**config.mk**
```make
export PLATFORM = sky130hd
export DESIGN_NAME = lfu_frame_replacement_unit
export DESIGN_NICKNAME = d
export VERILOG_FILES = /design/src/sv/lfu_pkg.sv /design/src/sv/lfu_frame_replacement_unit.sv
export VERILOG_INCLUDE_DIRS = /design/src /design/src/sv
export SDC_FILE = /design/constraint.sdc
export NUM_CORES = 2
export LEC_CHECK = 0
export ABC_AREA = 1
export BUFFER_PORTS_ARGS = -buffer_cell sky130_fd_sc_hd__buf_4
export CAP_MARGIN = 15
export CORE_MARGIN = 2
export CORE_UTILIZATION = 40
export DETAILED_ROUTE_END_ITERATION = 12
export GPL_TIMING_DRIVEN = 0
export PLACE_DENSITY = 0.61
export SLEW_MARGIN = 20
export SYNTH_ARGS = -nofsm -noshare
export SYNTH_HDL_FRONTEND = slang
export SYNTH_SLANG_ARGS = --single-unit
```
**constraint.sdc**
```tcl
create_clock -name clk_i -period 6.3 [get_ports clk_i]
set_input_delay 1.26 -clock clk_i [delete_from_list [all_inputs] [get_ports clk_i]]
set_output_delay 1.26 -clock clk_i [all_outputs]
set_load 0.02 [all_outputs]
```
**src/sv/assert_macros.svh**
```systemverilog
// ---------------------------------------------------------------------------
// Assertion macros
// Shared concurrent assertion helpers, clocked and disabled in reset.
// ---------------------------------------------------------------------------
`ifndef ASSERT_MACROS_SVH
`define ASSERT_MACROS_SVH

// The property must hold at every rising clock edge out of reset.
`define ASSERT_PROP(label, clk, rst_n, prop, msg) \
  label: assert property (@(posedge clk) disable iff (!rst_n) (prop)) else $error(msg);

// The expression must never be true at a rising clock edge out of reset.
`define ASSERT_NEVER(label, clk, rst_n, expr, msg) \
  label: assert property (@(posedge clk) disable iff (!rst_n) !(expr)) else $error(msg);

`endif

```
**src/sv/lfu_pkg.sv**
```systemverilog
// ---------------------------------------------------------------------------
// LFU frame replacement package
// Sizes, reset values and sequencer states for the replacement unit.
// ---------------------------------------------------------------------------
package lfu_pkg;

  localparam int unsigned FRAMES    = 16;
  localparam int unsigned PAGE_BITS = 16;
  localparam int unsigned SLOT_W    = $clog2(FRAMES);
  localparam int unsigned CFG_W     = 5;
  localparam int unsigned COUNT_W   = 16;
  localparam int unsigned STAMP_W   = 32;
  localparam int unsigned FAULT_W   = 16;
  localparam int unsigned PORT_SLOT_W = 4;
  localparam int unsigned PORT_PAGE_W = 16;

  localparam logic [CFG_W-1:0] CFG_FRAMES_RESET = CFG_W'(16);
  localparam logic [CFG_W-1:0] CFG_FRAMES_MAX   = CFG_W'(FRAMES);

  typedef enum logic [1:0] {
    ST_IDLE,
    ST_SCAN,
    ST_UPDATE
  } state_e;

endpackage

```
**src/sv/lfu_frame_replacement_unit.sv**
```systemverilog
// ---------------------------------------------------------------------------
// LFU frame replacement unit
// Least-frequently-used page replacement with first-loaded tie break.
// ---------------------------------------------------------------------------
// A request is taken at a rising edge where start_i is high and busy_o is
// low; it carries page_number_i and last_of_string_i. The unit then walks
// the active frames one per cycle with a single compare unit: it looks for
// the first frame holding the page, the first empty frame, and the frame
// with the least use count (ties go to the earlier load stamp, then to the
// lower index). An update step then writes the frame tables. busy_o stays
// high from acceptance through the scan of the N active frames (N is the
// active frame count, 1 to 16) and the update, so each request is through
// before the next is taken; the frame walk through the single read port
// sets this busy time. The result is held on the result ports and marked by
// done_o for exactly one cycle, in the first cycle with busy_o low; a new
// request may be started in that same cycle. The receiver cannot stall
// the result. The frame count register is written through cfg_valid_i /
// cfg_ready_o while the unit is idle; the user must keep to this, the unit
// does not enforce it. Reset empties all frames, clears the access clock
// and the fault count, and sets the frame count to 16. A request marked
// last_of_string_i does the same clearing after its result is formed.
// ---------------------------------------------------------------------------
`include "assert_macros.svh"

module lfu_frame_replacement_unit (
  input  logic                                  clk_i,
  input  logic                                  rst_ni,
  // Request channel
  input  logic                                  start_i,
  output logic                                  busy_o,
  input  logic [lfu_pkg::PAGE_BITS-1:0]         page_number_i,
  input  logic                                  last_of_string_i,
  // Result channel
  output logic                                  done_o,
  output logic                                  hit_o,
  output logic [lfu_pkg::PORT_SLOT_W-1:0]       frame_slot_o,
  output logic                                  evicted_o,
  output logic [lfu_pkg::PORT_PAGE_W-1:0]       evicted_page_o,
  output logic [lfu_pkg::FAULT_W-1:0]           fault_count_o,
  // Configuration channel
  input  logic                                  cfg_valid_i,
  output logic                                  cfg_ready_o,
  input  logic [lfu_pkg::CFG_W-1:0]             cfg_frames_in_use_i
);

  localparam int unsigned SW = lfu_pkg::SLOT_W;
  localparam int unsigned PW = lfu_pkg::PAGE_BITS;
  localparam int unsigned CW = lfu_pkg::COUNT_W;
  localparam int unsigned TW = lfu_pkg::STAMP_W;
  localparam int unsigned FW = lfu_pkg::FAULT_W;

  // Sequencer.
  lfu_pkg::state_e state_q, state_d;
  logic            accept;
  logic            scan_en;
  logic            upd_en;
  logic            scan_last;

  // Configuration and string state.
  logic [lfu_pkg::CFG_W-1:0] frames_cfg_q;
  logic [lfu_pkg::CFG_W-1:0] frames_act;
  logic [SW-1:0]             last_idx;
  logic [lfu_pkg::FRAMES-1:0] slot_valid_q;
  logic [TW-1:0]             clock_q;
  logic [TW-1:0]             clock_next;
  logic [FW-1:0]             fault_q;
  logic [FW-1:0]             fault_next;

  // Latched request.
  logic [PW-1:0] page_q;
  logic          last_q;

  // Frame tables, one read port feeding the scan and one write port.
  logic [PW-1:0] page_mem  [lfu_pkg::FRAMES];
  logic [CW-1:0] count_mem [lfu_pkg::FRAMES];
  logic [TW-1:0] stamp_mem [lfu_pkg::FRAMES];
  logic [SW-1:0] rd_addr;
  logic [PW-1:0] rd_page_q;
  logic [CW-1:0] rd_count_q;
  logic [TW-1:0] rd_stamp_q;

  // Scan results.
  logic [SW-1:0] idx_q;
  logic          cur_valid;
  logic          found_hit_q;
  logic [SW-1:0] hit_slot_q;
  logic [CW-1:0] hit_count_q;
  logic          found_empty_q;
  logic [SW-1:0] empty_slot_q;
  logic [SW-1:0] best_slot_q;
  logic [CW-1:0] best_count_q;
  logic [TW-1:0] best_stamp_q;
  logic [PW-1:0] best_page_q;
  logic          take_best;

  // Update step.
  logic          fill_we;
  logic          count_we;
  logic [SW-1:0] wr_slot;
  logic [CW-1:0] wr_count;

  // Result registers.
  logic                            done_q;
  logic                            hit_q;
  logic [lfu_pkg::PORT_SLOT_W-1:0] slot_out_q;
  logic                            evicted_q;
  logic [lfu_pkg::PORT_PAGE_W-1:0] evicted_page_q;
  logic [FW-1:0]                   fault_out_q;

  // -------------------------------------------------------------------------
  // Sequencer: idle, a scan state that walks the active frames, then an update state.
  // -------------------------------------------------------------------------
  assign accept    = start_i && (state_q == lfu_pkg::ST_IDLE);
  assign scan_last = (idx_q == last_idx);

  always_comb begin
    state_d = state_q;
    unique case (state_q)
      lfu_pkg::ST_IDLE: begin
        if (start_i) state_d = lfu_pkg::ST_SCAN;
      end
      lfu_pkg::ST_SCAN: begin
        if (scan_last) state_d = lfu_pkg::ST_UPDATE;
      end
      lfu_pkg::ST_UPDATE: begin
        state_d = lfu_pkg::ST_IDLE;
      end
      default: state_d = lfu_pkg::ST_IDLE;
    endcase
  end

  always_comb begin
    busy_o  = 1'b1;
    scan_en = 1'b0;
    upd_en  = 1'b0;
    unique case (state_q)
      lfu_pkg::ST_IDLE:   busy_o  = 1'b0;
      lfu_pkg::ST_SCAN:   scan_en = 1'b1;
      lfu_pkg::ST_UPDATE: upd_en  = 1'b1;
      default:            busy_o  = 1'b1;
    endcase
  end

  always_ff @(posedge clk_i or negedge rst_ni) begin
    if (!rst_ni) begin
      state_q <= lfu_pkg::ST_IDLE;
    end else begin
      state_q <= state_d;
    end
  end

  // -------------------------------------------------------------------------
  // Configuration. A count of zero acts as one frame, and anything above
  // the table size acts as the full table.
  // -------------------------------------------------------------------------
  assign cfg_ready_o = 1'b1;

  always_ff @(posedge clk_i or negedge rst_ni) begin
    if (!rst_ni) begin
      frames_cfg_q <= lfu_pkg::CFG_FRAMES_RESET;
    end else if (cfg_valid_i) begin
      frames_cfg_q <= cfg_frames_in_use_i;
    end
  end

  always_comb begin
    frames_act = frames_cfg_q;
    if (frames_cfg_q == '0) frames_act = lfu_pkg::CFG_W'(1);
    if (frames_cfg_q > lfu_pkg::CFG_FRAMES_MAX) frames_act = lfu_pkg::CFG_FRAMES_MAX;
  end

  assign last_idx = SW'(frames_act - lfu_pkg::CFG_W'(1));

  // -------------------------------------------------------------------------
  // Frame tables. The read address runs one frame ahead of the scan index,
  // so the registered read data always belongs to the frame being scanned.
  // -------------------------------------------------------------------------
  assign rd_addr = (state_q == lfu_pkg::ST_IDLE) ? '0 : idx_q + SW'(1);

  always_ff @(posedge clk_i) begin
    if (fill_we) begin
      page_mem[wr_slot]  <= page_q;
      stamp_mem[wr_slot] <= clock_next;
    end
    if (fill_we || count_we) begin
      count_mem[wr_slot] <= wr_count;
    end
    rd_page_q  <= page_mem[rd_addr];
    rd_count_q <= count_mem[rd_addr];
    rd_stamp_q <= stamp_mem[rd_addr];
  end

  // -------------------------------------------------------------------------
  // Scan: one frame per cycle through a single compare unit. The first
  // matching frame wins a hit, and the victim is replaced only on a strictly
  // smaller (count, stamp) pair, so equal pairs keep the lower index.
  // -------------------------------------------------------------------------
  assign cur_valid = slot_valid_q[idx_q];
  assign take_best = (idx_q == '0) ||
                     (rd_count_q < best_count_q) ||
                     ((rd_count_q == best_count_q) && (rd_stamp_q < best_stamp_q));

  always_ff @(posedge clk_i or negedge rst_ni) begin
    if (!rst_ni) begin
      idx_q         <= '0;
      found_hit_q   <= 1'b0;
      found_empty_q <= 1'b0;
    end else if (accept) begin
      idx_q         <= '0;
      found_hit_q   <= 1'b0;
      found_empty_q <= 1'b0;
    end else if (scan_en) begin
      idx_q <= idx_q + SW'(1);
      if (cur_valid && (rd_page_q == page_q) && !found_hit_q) begin
        found_hit_q <= 1'b1;
      end
      if (!cur_valid && !found_empty_q) begin
        found_empty_q <= 1'b1;
      end
    end
  end

  always_ff @(posedge clk_i) begin
    if (accept) begin
      page_q <= page_number_i;
      last_q <= last_of_string_i;
    end
    if (scan_en) begin
      if (cur_valid && (rd_page_q == page_q) && !found_hit_q) begin
        hit_slot_q  <= idx_q;
        hit_count_q <= rd_count_q;
      end
      if (!cur_valid && !found_empty_q) begin
        empty_slot_q <= idx_q;
      end
      if (take_best) begin
        best_slot_q  <= idx_q;
        best_count_q <= rd_count_q;
        best_stamp_q <= rd_stamp_q;
        best_page_q  <= rd_page_q;
      end
    end
  end

  // -------------------------------------------------------------------------
  // Update: bump the hit frame's count, or load the page into the first
  // empty frame, or else into the victim. All counters saturate.
  // -------------------------------------------------------------------------
  assign clock_next = (clock_q == '1) ? clock_q : clock_q + TW'(1);
  assign fault_next = (fault_q == '1) ? fault_q : fault_q + FW'(1);

  always_comb begin
    fill_we  = 1'b0;
    count_we = 1'b0;
    wr_slot  = best_slot_q;
    wr_count = CW'(1);
    if (upd_en) begin
      if (found_hit_q) begin
        count_we = 1'b1;
        wr_slot  = hit_slot_q;
        wr_count = (hit_count_q == '1) ? hit_count_q : hit_count_q + CW'(1);
      end else begin
        fill_we = 1'b1;
        wr_slot = found_empty_q ? empty_slot_q : best_slot_q;
      end
    end
  end

  always_ff @(posedge clk_i or negedge rst_ni) begin
    if (!rst_ni) begin
      slot_valid_q <= '0;
      clock_q      <= '0;
      fault_q      <= '0;
    end else if (upd_en) begin
      if (last_q) begin
        slot_valid_q <= '0;
        clock_q      <= '0;
        fault_q      <= '0;
      end else begin
        clock_q <= clock_next;
        if (fill_we) begin
          slot_valid_q[wr_slot] <= 1'b1;
          fault_q               <= fault_next;
        end
      end
    end
  end

  // -------------------------------------------------------------------------
  // Result registers, loaded by the update; done_o is high for one cycle after it.
  // -------------------------------------------------------------------------
  always_ff @(posedge clk_i or negedge rst_ni) begin
    if (!rst_ni) begin
      done_q <= 1'b0;
    end else begin
      done_q <= upd_en;
    end
  end

  always_ff @(posedge clk_i) begin
    if (upd_en) begin
      hit_q       <= found_hit_q;
      slot_out_q  <= lfu_pkg::PORT_SLOT_W'(wr_slot);
      evicted_q   <= !found_hit_q && !found_empty_q;
      fault_out_q <= found_hit_q ? fault_q : fault_next;
      if (!found_hit_q && !found_empty_q) begin
        evicted_page_q <= lfu_pkg::PORT_PAGE_W'(best_page_q);
      end else begin
        evicted_page_q <= '0;
      end
    end
  end

  assign done_o         = done_q;
  assign hit_o          = hit_q;
  assign frame_slot_o   = slot_out_q;
  assign evicted_o      = evicted_q;
  assign evicted_page_o = evicted_page_q;
  assign fault_count_o  = fault_out_q;

  // -------------------------------------------------------------------------
  // Assertions
  // -------------------------------------------------------------------------
  `ASSERT_PROP(a_done_after_update, clk_i, rst_ni, upd_en |=> done_q, "result strobe missing after update")
  `ASSERT_PROP(a_done_when_idle, clk_i, rst_ni, done_q |-> !busy_o, "result shown while busy")
  `ASSERT_NEVER(a_hit_and_evict, clk_i, rst_ni, done_q && hit_q && evicted_q, "hit reported as eviction")
  `ASSERT_PROP(a_evict_page_zero, clk_i, rst_ni, (done_q && !evicted_q) |-> (evicted_page_q == '0), "evicted page not zero")
  `ASSERT_PROP(a_scan_in_range, clk_i, rst_ni, scan_en |-> (idx_q <= last_idx), "scan beyond active frames")

endmodule

```
Word level (Yosys, flattened, before mapping):

Memories as Yosys holds them, arrays and structs flattened. A register that Yosys moved wholly into a read port is not among the register bits.
Cells that the tools add are included.

* register bits after elaboration: 225
* memories kept: 3
* output and inout bits: 41
* word-level logic and storage cells: 118
* memory bits (writable): 1024
* bits of input ports: 26

Memory list
* stamp_mem: depth 16, bits a word 32, read ports 1, clocked after memory_dff 1, write ports 1, line lfu_frame_replacement_unit.sv:76 `logic [TW-1:0] stamp_mem [lfu_pkg::FRAMES];`
* count_mem: depth 16, bits a word 16, read ports 1, clocked after memory_dff 1, write ports 1, line lfu_frame_replacement_unit.sv:75 `logic [CW-1:0] count_mem [lfu_pkg::FRAMES];`
* page_mem: depth 16, bits a word 16, read ports 1, clocked after memory_dff 1, write ports 1, line lfu_frame_replacement_unit.sv:74 `logic [PW-1:0] page_mem [lfu_pkg::FRAMES];`

* $add $sub $neg: 5
* bitwise logic cells: 1
* reduce and logical (&&, ||, !) cells: 27
* $lt $le $gt $ge: 6
* mux-type cells: 43
* eq/ne operators: 10

Operators with widths (count)
* 2-to-1 mux 16 bit: 9
* 2-to-1 mux 32 bit: 2
* adder 16 x 1 -> 16 bit, second input constant: 2
* adder 32 x 1 -> 32 bit, second input constant: 1
* == test 16 bit: 2
* == test 16 bit, second input constant: 2
* == test 32 bit, second input constant: 1
* < comparator 32 bit: 1
* 2-to-1 mux 4 bit: 8
* 2-to-1 mux 1 bit: 19
* < comparator 16 bit: 1
* bitwise OR 16 bit: 1
* AND reduction 2 bit: 7
* < comparator 4 x 5 -> 1 bit, second input constant: 2
* nonzero test 2 bit: 4
* logical AND 1 bit: 7
* greater-than comparator 5 bit, second input constant: 1
* zero test 5 bit: 1
* adder 4 x 1 -> 4 bit, second input constant: 1
* binary-select mux 1 bit (select 4 bit): 1
* demux 1 bit (select 4 bit): 1
* == test 4 bit: 1
* >= comparator 4 x 1 -> 1 bit, second input constant: 1
* zero test 4 bit: 1
* other kinds (9): 15

Longest topological paths before layout:

* depth after elaboration: 10
* gate-level depth with buffers: 15

Least setup slack after synthesis:

No wires, ideal clock.

* path kind: register to register
* start point: register idx_q[0]
* end point: register best_count_q[0], enable pin
* buffers on the path: 4
* data required time: 5.784 ns
* stages on the path, launching flop included: 10
* data arrival time: 4.853 ns
* library setup time: 0.516 ns
* setup slack: 0.931 ns
* path through: dfrtp_1 > buf_4 > inv_4 > buf_2 > buf_2 > buf_2 > ha_1 > nor3b_1 > a21oi_1 > a21oi_1

* cells in the longest elaborated chain, start to end: 4

Ends and longest elaborated chain
* start: declaration: line lfu_frame_replacement_unit.sv:83 `logic [SW-1:0] idx_q;`
* start signal: assignment: line lfu_frame_replacement_unit.sv:213 `idx_q <= idx_q + SW'(1);`
* zero test 4 bit: line lfu_frame_replacement_unit.sv:199 `assign take_best = (idx_q == '0) ||`
* logical OR 1 bit: line lfu_frame_replacement_unit.sv:199
* logical OR 1 bit: line lfu_frame_replacement_unit.sv:200 `(rd_count_q < best_count_q) ||`
* AND reduction 2 bit (no source line)
* end signal: assignment: line lfu_frame_replacement_unit.sv:238 `best_count_q <= rd_count_q;`
* end: declaration: line lfu_frame_replacement_unit.sv:91 `logic [CW-1:0] best_count_q;`

No other way between the ends.
A chain may end at the register's enable or synchronous reset.

Final worst setup path:

* start point: register idx_q[0]
* end point: register rd_page_q[7] (read register of page_mem)

* cells in the longest elaborated chain, start to end: 2

Ends and longest elaborated chain
* adder 4 x 1 -> 4 bit: line lfu_frame_replacement_unit.sv:178 `assign rd_addr = (state_q == lfu_pkg::ST_IDLE) ? '0 : idx_q + SW'(1);`
* 2-to-1 mux 4 bit: line lfu_frame_replacement_unit.sv:178
* end: declaration: line lfu_frame_replacement_unit.sv:78 `logic [PW-1:0] rd_page_q;`

No other way between the ends.

==> impl_results.md <==
* Number of cells traversed by the worst hold path at 0
* Share of Yosys cell area claimed by the top area cell type at 65.74%
* Async SR Flop Fraction at 5.941%
* Cells along the critical path: buf_4 -> inv_4 -> buf_2 -> buf_2 -> buf_2 -> ha_1 -> inv_1 -> nor2_4 -> buf_2 -> buf_2 -> o21ai_0 -> o211ai_1 -> o211ai_1 -> nand2_1
* Max IR drop VDD at 0.2781 mV
* Crit path time final at 5.091 ns
* Cell depth of the worst flop-to-flop path at 14
* Main flop type after synthesis: edfxtp_1
* Sink count of the clock tree at 1313
* Final Cycle Share at 80.81%
* First-pass iteration count of the detailed router at 6
* Post-synthesis cell type count at 50
* DR vias at 35933
* Delay contributed by the slowest stage of the critical path at 0.57 ns
* DRC violations left at 0
* Number of buffer and inverter stages on the critical path at 8
* Total of warnings raised by yosys at 0
* Layout overhead on the synthesized area at 17.17%
* HP Start: rd_stamp_q[10]
* R2R Path Start: idx_q[0]
* # nets final at 4490
* Seq. cell area at 38400 µm²
* Kind of launch point of the worst setup path: flip-flop
* Longest Clk Path Bufs at 3
* Biggest area contributors in the synthesized netlist: edfxtp_1 66%, o211ai_1 6.6%, dfrtp_1 3.6%, o21ai_0 3.3%, nor2_1 2.9%
* Area of the die at 136700 µm²
* Number of enable-type register cells in the synthesized netlist at 1171
* Pin count of the biggest net entering global routing at 49
* Number of gates resized after CTS at 0
* Height of the die at 369.7 µm
* Count of mapped cells out of synthesis at 4120
* Max-Slew Margin vs Limit at 25.15%
* Overall fraction of global-route tracks in use at 24.47%
* Global-route wire length before repair at 240100 µm
* Most frequent cell after synthesis: edfxtp_1
* Least-Margin Pin Slew at 1.123 ns
* Initial standard-cell utilization of the core at 40.18%
* Worst path top cell family by delay: buffers and inverters
* Layout filler cell count at 11623
* Cell taking the most area after synthesis: edfxtp_1
* Buffers inserted by post-CTS timing repair at 0
* Last weighted congestion value of the routability-driven placer at 0.8917
* FF+latch count, synth at 1313
* Cell leakage power at 22.02 nW
* Post-Syn Nets at 4199
* Worst Hold Endpoint: best_stamp_q[10]
* CTS Root Buffer Type: clkbuf_16
* Reg-to-reg setup timing slack at 1.21 ns
* Number of H-tree branching levels at 4
* Number of antenna violations at the first check in global routing at 7
* I/O pin count at 67
* Final routed wirelength across all metal layers at 169100 µm
* Placeable Area at 133100 µm²
* Worst Path Arrival at 5.78 ns
* Number of vias per cell after detailed routing at 5.705
* Fraction of the yosys area taken by sequential cells at 71.78%
* Leftover overflow at the end of global routing at 0
* Dominant cell type by count on the critical path: buf_2
* Maximum operating frequency at 196.4 MHz
* Clock transition time at the flip-flop clock pins of the worst setup and hold paths at 0.06 ns
* Max-capacitance violation count at 0
* Vias in the first global route at 34005
* Post-layout total power at 31.12 mW
* Maximum fanout count along the critical path at 10
* Critical setup path kind: flip-flop to flip-flop
* Post-CTS Hold Buffers at 0
* Setup repair after global routing missed its margin: false
* Final-report hold violation count at 0
* Critical path's slowest cell: buf_2
* Reg-to-Reg End: rd_page_q[7]
* Core occupancy in the finished layout at 47.08%
* Row count at 134
* Layout cell share with drive strength beyond 1 at 14.23%
* Latest clock arrival within the worst-skew pair at 0.77 ns
* Mapped Avg Cell Area at 12.98 µm²
* Pwr per Cell Area at 496.6 nW/µm²
* Final ANT Viol Nets at 0
* Top cell types by occurrence after synthesis: 1171 x edfxtp_1, 473 x o211ai_1, 408 x nor2_1
* Area of the mapped netlist at 53490 µm²
* DRT iter0 DRCs at 5317
* Final setup violation count at 0
* Area of the multi-input gates at 13340 µm²
* Type of destination of the critical path: flip-flop
* Avg WL per Cell at 26.86 µm
* Die X at 369.7 µm
* Number of I/O port buffers at 64
* Worst-case clock skew at 0.03019 ns
* CTS tree: built
* Outcome: complete, no violations
* Max-slew violation count at 0
* Hold/Removal Path Class: flip-flop to flip-flop
* Req. time, crit path at 6.99 ns
* TritonCTS Buffers at 136
* HPWL after detailed placement at 115000 µm
## power by group
group / switching (mW) / total, mW / internal [mW]
Clock: 3.47 / 8.06 / 4.60
Sequential: 0.361 / 10.7 / 10.4
Combinational: 8.94 / 12.3 / 3.40
## cell type report
class / instances / share of cell area [%]
Antenna cell: 4 / 0.01597
Timing Repair Buffer: 153 / 3.507
Sequential cell: 1313 / 61.26
Multi-Input combinational cell: 2327 / 21.29
Clock buffer: 188 / 6.061
Clock inverter: 65 / 1.042
Buffer: 235 / 1.819
Tap cell: 1768 / 3.529
Inverter: 245 / 1.471
## logic make-up after synthesis
group / after synthesis / share of synthesized area, %
adder cells (fa/ha/maj): 53 / 1.240
buffers and inverters: 480 / 3.831
AND/OR/NAND/NOR: 1241 / 10.67
other: 1 / 0.007010
XOR/XNOR: 48 / 0.7859
flip-flops: 1313 / 71.78
AO/OA/AOI/OAI: 984 / 11.69
## layer usage
layer	up-vias	GRT usage [%]	share of wire, %
met1	17836	34.50	41
met3	352	5.018	10
li1	15701	-	-
met2	2042	36.91	44
met5	-	0	0.0041
met4	2	10.01	4.1
## worst max-delay path by stage
stage / startpoint / to / slack [ns] / cells past startpoint
6_report: idx_q[0] / rd_page_q[7] / 1.21 / 14
5_1_grt: idx_q[0] / rd_count_q[15] / 1.30 / 15
4_1_cts: idx_q[0] / rd_count_q[15] / 1.46 / 15
3_5_place_dp: idx_q[0] / rd_count_q[15] / 1.49 / 15
3_3_place_gp: idx_q[0] / best_stamp_q[7] / -3.87 / 9
2_1_floorplan: idx_q[0] / best_count_q[0] / 0.93 / 9
## worst register-to-register path, stage by stage (launching register included)
cell and delay [ns]:
dfrtp_1 0.43, buf_4 0.22, inv_4 0.22, buf_2 0.57, buf_2 0.44, buf_2 0.41, ha_1 0.20, inv_1 0.08
nor2_4 0.48, buf_2 0.56, buf_2 0.40, o21ai_0 0.16, o211ai_1 0.54, o211ai_1 0.19, nand2_1 0.11
## through the flow
step	area, µm²	instances	setup slack [ns]	setup TNS (ns)	hold slack, ns
after floorplan	53490	4120	0.9307	0	0.4082
after global placement	56190	5952	-3.869	-1175.97	0.4184
after detailed placement	58200	6041	1.487	0	0.4190
after CTS	62660	6294	1.456	0	0.4288
after global routing	62670	6294	1.299	0	0.4437
final	62680	6298	1.209	0	0.4210
## flip-flops by register name (all words and copies together), names as in the netlist, 5 cells and up
name and cells:
best_count_q 16, best_page_q 16, best_stamp_q 32, clock_q 32, count_mem 256, evicted_page_o 16
fault_count_o 16, fault_q 16, frames_cfg_q 5, hit_count_q 16, page_mem 256, page_q 16
rd_count_q 16, rd_page_q 16, rd_stamp_q 32, slot_valid_q 16, stamp_mem 512
## cells in the final DEF (no fill, tap or decap), types with 36 or more instances in the layout
master and count:
edfxtp_1 1171, o211ai_1 473, nor2_1 375, o21ai_0 349, nand2_1 346, inv_1 223, or2_0 189, clkbuf_16 136
nand3_1 134, clkbuf_1 117, buf_2 111, buf_4 90, dfrtp_1 77, dfxtp_1 64, ha_1 53, a21oi_1 50
o21ai_1 50, or2_2 46, buf_16 36
Note: power is estimated with default switching activity, not from simulation.
